File: config.mk
export PLATFORM = sky130hd
export DESIGN_NAME = avrpf_exec
export DESIGN_NICKNAME = d
export VERILOG_FILES = /design/src/design/avrpf_pkg.sv /design/src/design/avrpf_exec.sv
export SDC_FILE = /design/constraint.sdc
export NUM_CORES = 1
export LEC_CHECK = 0
export ABC_AREA = 1
export BUFFER_PORTS_ARGS = -buffer_cell sky130_fd_sc_hd__buf_2
export CORE_ASPECT_RATIO = 0.9
export CORE_MARGIN = 1.5
export CORE_UTILIZATION = 50
export DETAILED_ROUTE_END_ITERATION = 6
export PLACE_DENSITY = 0.95
export SETUP_SLACK_MARGIN = 0.02
export SLEW_MARGIN = 20
export SYNTH_ARGS = -nofsm -noshare
export SYNTH_HDL_FRONTEND = slang
export SYNTH_SLANG_ARGS = --single-unit
export TNS_END_PERCENT = 50
File: constraint.sdc
create_clock -name vclk -period 3.8
set_input_delay 0.76 -clock vclk [all_inputs]
set_output_delay 0.76 -clock vclk [all_outputs]
set_load 0.02 [all_outputs]
File: src/design/avrpf_pkg.sv
`timescale 1ns / 1ps
`default_nettype none

package avrpf_pkg;

   typedef enum logic [4:0] {
      OP_RJMP  = 5'd0,
      OP_IJMP  = 5'd1,
      OP_JMP   = 5'd2,
      OP_RCALL = 5'd3,
      OP_ICALL = 5'd4,
      OP_RET   = 5'd5,
      OP_RETI  = 5'd6,
      OP_CPSE  = 5'd7,
      OP_CP    = 5'd8,
      OP_CPC   = 5'd9,
      OP_CPI   = 5'd10,
      OP_SBRC  = 5'd11,
      OP_SBRS  = 5'd12,
      OP_SBIC  = 5'd13,
      OP_SBIS  = 5'd14,
      OP_BRBS  = 5'd15,
      OP_BRBC  = 5'd16
   } op_type;

   typedef struct packed {
      logic i;
      logic t;
      logic h;
      logic s;
      logic v;
      logic n;
      logic z;
      logic c;
   } sreg_type;

   typedef struct packed {
      op_type      op;
      logic [11:0] offset;
      logic [15:0] target;
      logic [15:0] z_pointer;
      logic [7:0]  rd_value;
      logic [7:0]  rr_value;
      logic [2:0]  bit_index;
      logic [7:0]  io_value;
   } req_type;

endpackage

`default_nettype wire

File: src/design/avrpf_exec.sv
`timescale 1ns / 1ps
`default_nettype none

module avrpf_exec #(
   parameter int PC_BITS = 16
) (
   input  avrpf_pkg::req_type  req,
   input  logic [PC_BITS-1:0]  pc,
   input  avrpf_pkg::sreg_type sreg,
   output logic [PC_BITS-1:0]  next_pc,
   output logic [PC_BITS-1:0]  seq_pc,
   output avrpf_pkg::sreg_type sreg_out,
   output logic                taken
);

   import avrpf_pkg::*;

   localparam logic [PC_BITS-1:0] PC_ONE = 1;
   localparam logic [PC_BITS-1:0] PC_TWO = 2;

   logic signed [11:0] off_s;
   logic [PC_BITS-1:0] off_ext;
   logic [PC_BITS-1:0] rel_pc;
   logic [PC_BITS-1:0] skip_pc;
   logic [7:0]         sreg_bits;
   logic               cin;
   logic [7:0]         diff;
   logic               d3, r3, s3, d7, r7, s7;
   logic               fh, fv, fc, fz;
   sreg_type           cmp_sreg;

   always_comb begin
      off_s     = req.offset;
      off_ext   = PC_BITS'(off_s);
      seq_pc    = pc + PC_ONE;
      rel_pc    = seq_pc + off_ext;
      skip_pc   = pc + PC_TWO;
      sreg_bits = sreg;

      cin  = (req.op == OP_CPC) ? sreg.c : 1'b0;
      diff = req.rd_value - req.rr_value - {7'd0, cin};
      d3   = req.rd_value[3];
      r3   = req.rr_value[3];
      s3   = diff[3];
      d7   = req.rd_value[7];
      r7   = req.rr_value[7];
      s7   = diff[7];
      fh   = (~d3 & r3) | (r3 & s3) | (s3 & ~d3);
      fv   = (d7 & ~r7 & ~s7) | (~d7 & r7 & s7);
      fc   = (~d7 & r7) | (r7 & s7) | (s7 & ~d7);
      fz   = (diff == 8'd0);
      if (req.op == OP_CPC) begin
         fz = fz & sreg.z;
      end
      cmp_sreg   = sreg;
      cmp_sreg.h = fh;
      cmp_sreg.s = s7 ^ fv;
      cmp_sreg.v = fv;
      cmp_sreg.n = s7;
      cmp_sreg.z = fz;
      cmp_sreg.c = fc;

      next_pc  = seq_pc;
      sreg_out = sreg;
      taken    = 1'b0;
      case (req.op)
         OP_RJMP, OP_RCALL: begin
            next_pc = rel_pc;
            taken   = 1'b1;
         end
         OP_IJMP, OP_ICALL: begin
            next_pc = PC_BITS'(req.z_pointer);
            taken   = 1'b1;
         end
         OP_JMP: begin
            next_pc = PC_BITS'(req.target);
            taken   = 1'b1;
         end
         OP_RET: begin
            taken = 1'b1;
         end
         OP_RETI: begin
            taken      = 1'b1;
            sreg_out.i = 1'b1;
         end
         OP_CPSE: begin
            if (req.rd_value == req.rr_value) begin
               next_pc = skip_pc;
               taken   = 1'b1;
            end
         end
         OP_CP, OP_CPC, OP_CPI: begin
            sreg_out = cmp_sreg;
         end
         OP_SBRC: begin
            if (!req.rr_value[req.bit_index]) begin
               next_pc = skip_pc;
               taken   = 1'b1;
            end
         end
         OP_SBRS: begin
            if (req.rr_value[req.bit_index]) begin
               next_pc = skip_pc;
               taken   = 1'b1;
            end
         end
         OP_SBIC: begin
            if (!req.io_value[req.bit_index]) begin
               next_pc = skip_pc;
               taken   = 1'b1;
            end
         end
         OP_SBIS: begin
            if (req.io_value[req.bit_index]) begin
               next_pc = skip_pc;
               taken   = 1'b1;
            end
         end
         OP_BRBS: begin
            if (sreg_bits[req.bit_index]) begin
               next_pc = rel_pc;
               taken   = 1'b1;
            end
         end
         OP_BRBC: begin
            if (!sreg_bits[req.bit_index]) begin
               next_pc = rel_pc;
               taken   = 1'b1;
            end
         end
         default: begin
         end
      endcase
   end

endmodule

`default_nettype wire

==> out/metrics.yaml, run 1 <==
yosys:
  ys_seq_area_frac: 0
  yosysMostFrequentCell: "nand2_1"
  syn_area_mm2: 0.00332
  ys_top_cells_by_count: "192 x nand2_1, 101 x inv_1, 71 x nand3_1"
  synth_top_cell_by_area: "nand2_1"
  synth.avg_cell_area_um2: 5.31
  ys_warn_count: 0
  synth_top_area_share: 0.217
  synthesis.nets: 764
  ys_types: 39
  synthCells: 626
  ys_top_cells_by_area: "nand2_1 22%, ha_1 13%, inv_1 11%"
sta:
  postGrtWorstEndpoint: "next_pc[15]"
  worst-ep-kind: "output port"
floorplan:
  chipWidth_um: 88.9
  io_pins: 141
  die_height_um: 80.3
  std_cell_rows: 27
  start_util: 0.529
grt:
  grt_start_max_net_pins: 17
  grt_overflow: 127
  grt_use_total: 0.835
outcome:
  firstError: "[ERROR GRT-0232] Routing congestion too high. Check the congestion heatmap in the GUI."
  failing_step: "global routing (5_1_grt)"
  outcome: "stopped before the end"
placement:
  place_inst: 911
  port_buffers: 141
  gp_congestion: 1.06
  post-dp-hpwl_um: 11500
cts:
  ctsHoldBuffers: 0
## through the flow
step	TNS [ns]	utilization	instance area (µm²)	worst slack, ns
global placement	-0.365	0.730	4590	-0.0892
floorplan	-0.0844	-	3340	-0.0426
CTS	0	0.780	4900	0.00332
detailed placement	-1.77	0.730	4590	-0.253
## kinds of logic after synthesis
kind of cell	Yosys count	share of synthesized area
AO/OA/AOI/OAI	67	0.125
XOR/XNOR	37	0.0975
adder cells (fa/ha/maj)	38	0.150
buffers and inverters	114	0.136
AND/OR/NAND/NOR	370	0.492
## timing repair
action                                  CTS
gates resized for setup                  70
pin swaps                                24
buffers inserted                          6
endpoints found under the setup margin   15
## per-layer routing
metal,global-route usage,overflow
met5,0.554,0
met3,0.666,0
met4,0.894,58
met1,0.809,2
met2,0.987,67
==> inputs of run 2 (changes only) <==
--- a/config.mk
+++ b/config.mk
@@ -7,12 +7,10 @@
 export LEC_CHECK = 0
 export ABC_AREA = 1
 export BUFFER_PORTS_ARGS = -buffer_cell sky130_fd_sc_hd__buf_2
-export CORE_ASPECT_RATIO = 0.9
 export CORE_MARGIN = 1.5
-export CORE_UTILIZATION = 50
+export CORE_UTILIZATION = 35
 export DETAILED_ROUTE_END_ITERATION = 6
-export PLACE_DENSITY = 0.95
-export SETUP_SLACK_MARGIN = 0.02
+export PLACE_DENSITY_LB_ADDON = 0.15
 export SLEW_MARGIN = 20
 export SYNTH_ARGS = -nofsm -noshare
 export SYNTH_HDL_FRONTEND = slang
==> out/metrics.yaml, run 2 <==
grt:
  grt_pass1_vias: 4052
  grt_start_max_net_pins: 17
  grt_use_total: 0.226
  grt_pass1_wl_um: 18800
  grt_overflow: 0
  grt_antenna_before_repair: 0
sta:
  finalCriticalPeriod_ns: 3.74
  fin_tns_setup_ns: 0
  hold_violations: 0
  maxSlewViolCount: 0
  timing.fmax_ghz: 0.267
  rsz0062_at_grt: "yes"
  fin_crit_sh: 0.985
  relSlewSlack: 0.566
  whs_ns: 1.75
  setup_viol: 0
  tightestPinTransition_ns: 0.650
yosys:
  synth_top_area_share: 0.217
  ys_seq_area_frac: 0
  ys_top_cells_by_count: "192 x nand2_1, 101 x inv_1, 71 x nand3_1"
  synth_top_cell_by_area: "nand2_1"
  syn_area_mm2: 0.00332
  ys_warn_count: 0
  ys_types: 39
  synthesis.nets: 764
  yosysMostFrequentCell: "nand2_1"
  synth.avg_cell_area_um2: 5.31
  ys_top_cells_by_area: "nand2_1 22%, ha_1 13%, inv_1 11%"
  synthCells: 626
floorplan:
  die_height_um: 100
  start_util: 0.360
  chipWidth_um: 100
  std_cell_rows: 35
  die-area_mm2: 0.0101
  io_pins: 141
  core_mm2: 0.00924
cells_and_area:
  seq_area_um2: 0
  clockBufferCount: 0
  syn2layout_area_growth_pct: 59.3
  diodes: 0
  n_fill_cell: 950
  layout_common_cells: "178 x nand2_1, 128 x buf_2, 95 x inv_1, 71 x buf_4, 61 x nand3_1"
  final_common_cell: "nand2_1"
  multiInputGateArea_mm2: 0.00341
  drive_gt1_frac: 0.389
  final_nets: 970
  flops_and_latches: 0
drt:
  wl_um: 12600
  dr_total_vias: 4660
  wl_per_cell_um: 13.1
  ant_nets: 0
  drc: 0
  drtIter0Drc: 209
  first_pass_iters: 5
  viasPerCell: 4.86
worst_setup_path:
  critPathLaunch: "pc[0]"
  endpoint_kind: "output port"
  critPathLaunchType: "input port"
  arrival_ns: 2.98
  critPathMaxStageDelay_ns: 0.28
  worstPathRequired_ns: 3.04
  cpMaxStageDelayCell: "xor2_2"
  path_cells: "buf_2 > ha_4 > nand3_4 > nor2_4 > buf_6 > nand3_2 > xor2_2 > ha_4 > a21oi_1 > a21boi_2 > nand2_1 > a21oi_2 > nand3_1 > nand3_1 > nand3_1 > buf_4"
  cp_max_fo: 4
  crit_top_cell: "nand3_1"
  crit_type: "input port to output port"
hold_path:
  hold_depth: 2
  hold_path_class: "input port to output port"
  hold_start: "sreg[6]"
  whs_endpoint: "sreg_out[6]"
pwr:
  powerDensity_mw_per_mm2: 151
  power_leakage_nw: 2.96
  finalPower_mw: 0.798
  irDropWorstVdd_mv: 0.0708
placement:
  port_buffers: 141
  post-dp-hpwl_um: 10000
  gp_congestion: 0.914
outcome:
  outcome: "finished, final reports clean"
flow_run:
  cap_violations: 0
run 2: cell counts after synthesis:
Identical to the previous run, type by type.
run 2: worst max-delay path by stage:
stage | end | slack, ns | cells after the start
2_1_floorplan | next_pc[14] | -0.05 | 16
4_1_cts | sreg_out[1] | -0.04 | 17
5_1_grt | next_pc[15] | -0.07 | 16
3_5_place_dp | sreg_out[1] | -0.27 | 16
3_3_place_gp | sreg_out[1] | -0.18 | 16
6_report | next_pc[15] | 0.06 | 16
run 2: repair_timing:
item,4_1_cts,5_1_grt
resized for setup,38,100
buffers inserted,9,9
pin swaps,15,44
hold buffers,0,0
setup endpoints to repair,14,18
run 2: final cells by class:
type               count  area share
multi-input cells    512       0.644
inverters            106      0.0761
well taps            129      0.0305
repair buffers       212       0.249
run 2: worst max-delay path, delay by kind of cell:
family                     cells  cell delay (ns)
AOI/OAI and AO/OA              3             0.41
xor gates and xnor gates       1             0.28
adders and majority gates      2             0.41
buffers and inverters          3             0.41
and+or+nand+nor                7             0.72
run 2: routing by layer:
metal	routed length, µm	part of all wire	vias to the layer above	global-route usage
met4	144	0.011	0	0.0293
met2	5830	0.46	142	0.376
met5	0	0	-	0
met3	586	0.047	13	0.00418
met1	6040	0.48	2101	0.335
li1	-	-	2404	-
run 2: where the power goes:
group	total, mW	leakage (nW)	internal [mW]	switching [mW]
sequential	0	0	0	0
clock	0	0	0	0
combinational	0.798	2.96	0.346	0.452
run 2: cell families after synthesis:
group	count (synthesis)	synth area share
xor gates and xnor gates	37	0.0975
and+or+nand+nor	370	0.492
AOI/OAI and AO/OA	67	0.125
adders and majority gates	38	0.150
buffers and inverters	114	0.136
run 2: per-stage QoR:
stage               std cells   util  setup slack [ns]  area (µm²)
floorplan                 626      -           -0.0482        3330
global placement          941  0.492            -0.177        4540
detailed placement        941  0.492            -0.270        4540
CTS                       950  0.512           -0.0418        4730
global route              959  0.573           -0.0701        5300
finish                    959  0.573            0.0575        5300
Note: power is estimated with default switching activity, not from simulation.
==> inputs of run 3 (changes only) <==
--- a/config.mk
+++ b/config.mk
@@ -7,8 +7,10 @@
 export LEC_CHECK = 0
 export ABC_AREA = 1
 export BUFFER_PORTS_ARGS = -buffer_cell sky130_fd_sc_hd__buf_2
+export CELL_PAD_IN_SITES_DETAIL_PLACEMENT = 0
+export CELL_PAD_IN_SITES_GLOBAL_PLACEMENT = 2
 export CORE_MARGIN = 1.5
-export CORE_UTILIZATION = 35
+export CORE_UTILIZATION = 24
 export DETAILED_ROUTE_END_ITERATION = 6
 export PLACE_DENSITY_LB_ADDON = 0.15
 export SLEW_MARGIN = 20
==> out/metrics.yaml, run 3 (synthesized netlist as in run 2, its figures left out) <==
grt:
  grt_pass1_vias: 4297
  grt_use_total: 0.178
  grt_start_max_net_pins: 17
  grt_overflow: 0
  grt_antenna_before_repair: 0
  grt_pass1_wl_um: 21200
pwr:
  powerDensity_mw_per_mm2: 147
  irDropWorstVdd_mv: 0.0995
  power_leakage_nw: 3.01
sta:
  whs_ns: 1.75
  maxSlewViolCount: 0
  setup_slack_ns: 0.0860
  setup_viol: 0
  tightestPinTransition_ns: 0.497
  finalCriticalPeriod_ns: 3.71
  relSlewSlack: 0.668
  timing.fmax_ghz: 0.269
  fin_crit_sh: 0.977
  rsz0062_at_grt: "yes"
  hold_violations: 0
cells_and_area:
  final_nets: 984
  drive_gt1_frac: 0.408
  stdcell_area_mm2: 0.00546
  seq_area_um2: 0
  flops_and_latches: 0
  final_util: 0.408
  layout_common_cells: "178 x nand2_1, 129 x buf_2, 91 x inv_1, 84 x buf_4, 59 x nand3_1"
  diodes: 0
  layout.cells.non_filler: 1020
  final_common_cell: "nand2_1"
  n_fill_cell: 1511
  multiInputGateArea_mm2: 0.00341
  clockBufferCount: 0
  syn2layout_area_growth_pct: 64.3
drt:
  wl_per_cell_um: 13.2
  dr_total_vias: 4541
  first_pass_iters: 5
  drc: 0
  drtIter0Drc: 179
  wl_um: 13500
  viasPerCell: 4.45
  ant_nets: 0
worst_setup_path:
  path_cells: "buf_8 > inv_4 > nor2_4 > inv_2 > nor2_4 > nand2_2 > fa_2 > inv_2 > ha_4 > or2_4 > a21boi_2 > o21ai_2 > xor2_1 > nor2_1 > nand3b_1 > nand2_1 > buf_6"
  cpMaxStageDelayCell: "fa_2"
  arrival_ns: 2.95
  cp_max_fo: 2
  crit_type: "input port to output port"
  critPathMaxStageDelay_ns: 0.55
  critPathLaunchType: "input port"
  critical-path-top-delay-family: "simple AND/OR/NAND/NOR gates"
  path_buf_inv: 5
  endpoint_kind: "output port"
  worstPathRequired_ns: 3.04
floorplan:
  std_cell_rows: 42
  start_util: 0.248
  io_pins: 141
  core_mm2: 0.0134
  chipWidth_um: 121
  die-area_mm2: 0.0146
  die_height_um: 121
placement:
  gp_congestion: 0.920
  place_ws_ns: -0.274
  place_area_mm2: 0.00474
  port_buffers: 141
  post-dp-hpwl_um: 11500
  place_inst: 1006
hold_path:
  hold_path_class: "input port to output port"
flow_run:
  cap_violations: 0
outcome:
  outcome: "finished, final reports clean"
cts:
  ctsHoldBuffers: 0
run 3: per-stage QoR:
step           power (mW)  TNS (ns)
3_5_place_dp        0.693     -1.89
6_report            0.803         0
4_1_cts             0.742   -0.0122
3_3_place_gp        0.695     -1.55
2_1_floorplan       0.414    -0.133
5_1_grt             0.888    -0.131
run 3: routing by layer:
layer | vias to the layer above | track usage | wire length, µm
met5 | - | 0 | 0
met4 | 0 | 0.00735 | 51
met3 | 4 | 0.00943 | 645
met2 | 105 | 0.293 | 5890
met1 | 1997 | 0.269 | 6880
li1 | 2435 | - | -
run 3: layout make-up:
| class | instances | share of cell area |
|---|---|---|
| Multi-Input combinational cell | 512 | 0.624 |
| Timing Repair Buffer | 226 | 0.261 |
| Inverter | 106 | 0.0742 |
| Tap cell | 176 | 0.0403 |
run 3: what timing repair did:
action | CTS | global route
pin swaps | 26 | 40
gates resized for setup | 68 | 74
buffers inserted | 5 | 9
setup endpoints to repair | 13 | 15
run 3: path summary, 6_finish.rpt:
path	slack, ns	from	end	cells after the start
worst min-delay path	1.75	sreg[6]	sreg_out[6]	2
worst max-delay path	0.09	req[71]	sreg_out[1]	17
run 3: where the power goes:
| part | switching [mW] | internal (mW) | total, mW |
|---|---|---|---|
| logic | 0.454 | 0.349 | 0.803 |
| clock network | 0 | 0 | 0 |
| registers | 0 | 0 | 0 |
==> inputs of run 4 (changes only) <==
--- a/config.mk
+++ b/config.mk
@@ -13,6 +13,7 @@
 export CORE_UTILIZATION = 24
 export DETAILED_ROUTE_END_ITERATION = 6
 export PLACE_DENSITY_LB_ADDON = 0.15
+export REMOVE_ABC_BUFFERS = 1
 export SLEW_MARGIN = 20
 export SYNTH_ARGS = -nofsm -noshare
 export SYNTH_HDL_FRONTEND = slang
==> out/metrics.yaml, run 4 (synthesized netlist as in run 2, its figures left out) <==
drt:
  dr_total_vias: 4629
  dr.max_layer_used: "met4"
  drt-met1-wl_um: 6630
  wl_um: 13600
  viasPerCell: 4.52
  first_pass_iters: 4
  route.met2.wl_um: 6610
  drtIter0Drc: 177
  dr_wl_met3_um: 363
  wl_per_cell_um: 13.3
  ant_nets: 0
  drc: 0
floorplan:
  chipWidth_um: 121
  std_cell_rows: 42
  core_mm2: 0.0134
  die_height_um: 121
  die-area_mm2: 0.0146
  start_util: 0.248
  io_pins: 141
grt:
  grt_use_total: 0.177
  grt_overflow: 0
  grt_pass1_vias: 4479
  grt_start_max_net_pins: 16
  grt_antenna_before_repair: 0
  grt_pass1_wl_um: 21200
placement:
  place_ws_ns: -0.290
  place_inst: 1009
  port_buffers: 141
  post-dp-hpwl_um: 11500
  gp_congestion: 0.838
hold_path:
  hold_depth: 2
  hold_path_class: "input port to output port"
sta:
  fin_tns_setup_ns: 0
  maxSlewViolCount: 0
  timing.fmax_ghz: 0.268
  rsz0062_at_grt: "yes"
  setup_slack_ns: 0.0699
  setup_viol: 0
  tightestPinTransition_ns: 0.619
  hold_violations: 0
  relSlewSlack: 0.587
  fin_crit_sh: 0.982
  finalCriticalPeriod_ns: 3.73
worst_setup_path:
  worstPathRequired_ns: 3.04
  endpoint_kind: "output port"
  cp_max_fo: 3
  crit_type: "input port to output port"
  arrival_ns: 2.97
  critPathLaunchType: "input port"
cells_and_area:
  drive_gt1_frac: 0.426
  syn2layout_area_growth_pct: 66.9
  layout_common_cells: "174 x nand2_1, 127 x buf_2, 92 x buf_4, 90 x inv_1, 56 x nand3_1"
  final_common_cell: "nand2_1"
  seq_area_um2: 0
  layout.cells.non_filler: 1023
  diodes: 0
  n_fill_cell: 1526
  final_nets: 987
  flops_and_latches: 0
  clockBufferCount: 0
  multiInputGateArea_mm2: 0.00348
pwr:
  finalPower_mw: 0.829
  irDropWorstVdd_mv: 0.0564
  power_leakage_nw: 3.05
  powerDensity_mw_per_mm2: 150
outcome:
  outcome: "finished, final reports clean"
flow_run:
  cap_violations: 0
-- run 4: path summary, 6_finish.rpt --
path	start	to	slack, ns
worst min-delay path	sreg[6]	sreg_out[6]	1.76
worst max-delay path	pc[0]	next_pc[13]	0.07
-- run 4: area by class of cell --
class                      count  area share
inverter                     106      0.0727
multi-input combinational    512       0.627
tap                          176      0.0397
timing repair buffer         229       0.260
-- run 4: what timing repair did --
action                     in CTS  in global routing
hold buffers                    0                  0
pin swaps                      19                 52
setup endpoints to repair      16                 17
setup buffers                   5                  9
resized for setup              58                 98
-- run 4: through the flow --
| step | area [µm²] | hold WS (ns) | util |
|---|---|---|---|
| 2_1_floorplan | 3270 | 1.52 | - |
| 3_3_place_gp | 4750 | 1.76 | 0.355 |
| 3_5_place_dp | 4750 | 1.76 | 0.355 |
| 4_1_cts | 5010 | 1.76 | 0.374 |
| 5_1_grt | 5550 | 1.77 | 0.414 |
| 6_report | 5550 | 1.76 | 0.414 |
-- run 4: layer usage --
| metal | vias up | GRT usage |
|---|---|---|
| met1 | 2084 | 0.257 |
| met2 | 100 | 0.310 |
| li1 | 2443 | - |
| met5 | - | 0 |
| met4 | 0 | 0.00221 |
| met3 | 2 | 0.00189 |
-- run 4: worst max-delay path, stage by stage --
cell	delay, ns
buf_4	0.13
ha_4	0.15
nand3_4	0.08
nor2_1	0.11
buf_4	0.17
nand2_1	0.10
xor2_2	0.17
ha_4	0.31
nand2_2	0.09
buf_4	0.14
nor2_2	0.14
nand3_2	0.12
nand3_1	0.10
nand3_1	0.12
nand3_1	0.11
buf_2	0.16
-- run 4: where the power goes --
group	leakage, nW	total [mW]	switching [mW]	internal (mW)
clock	0	0	0	0
combinational	3.05	0.829	0.463	0.366
sequential	0	0	0	0
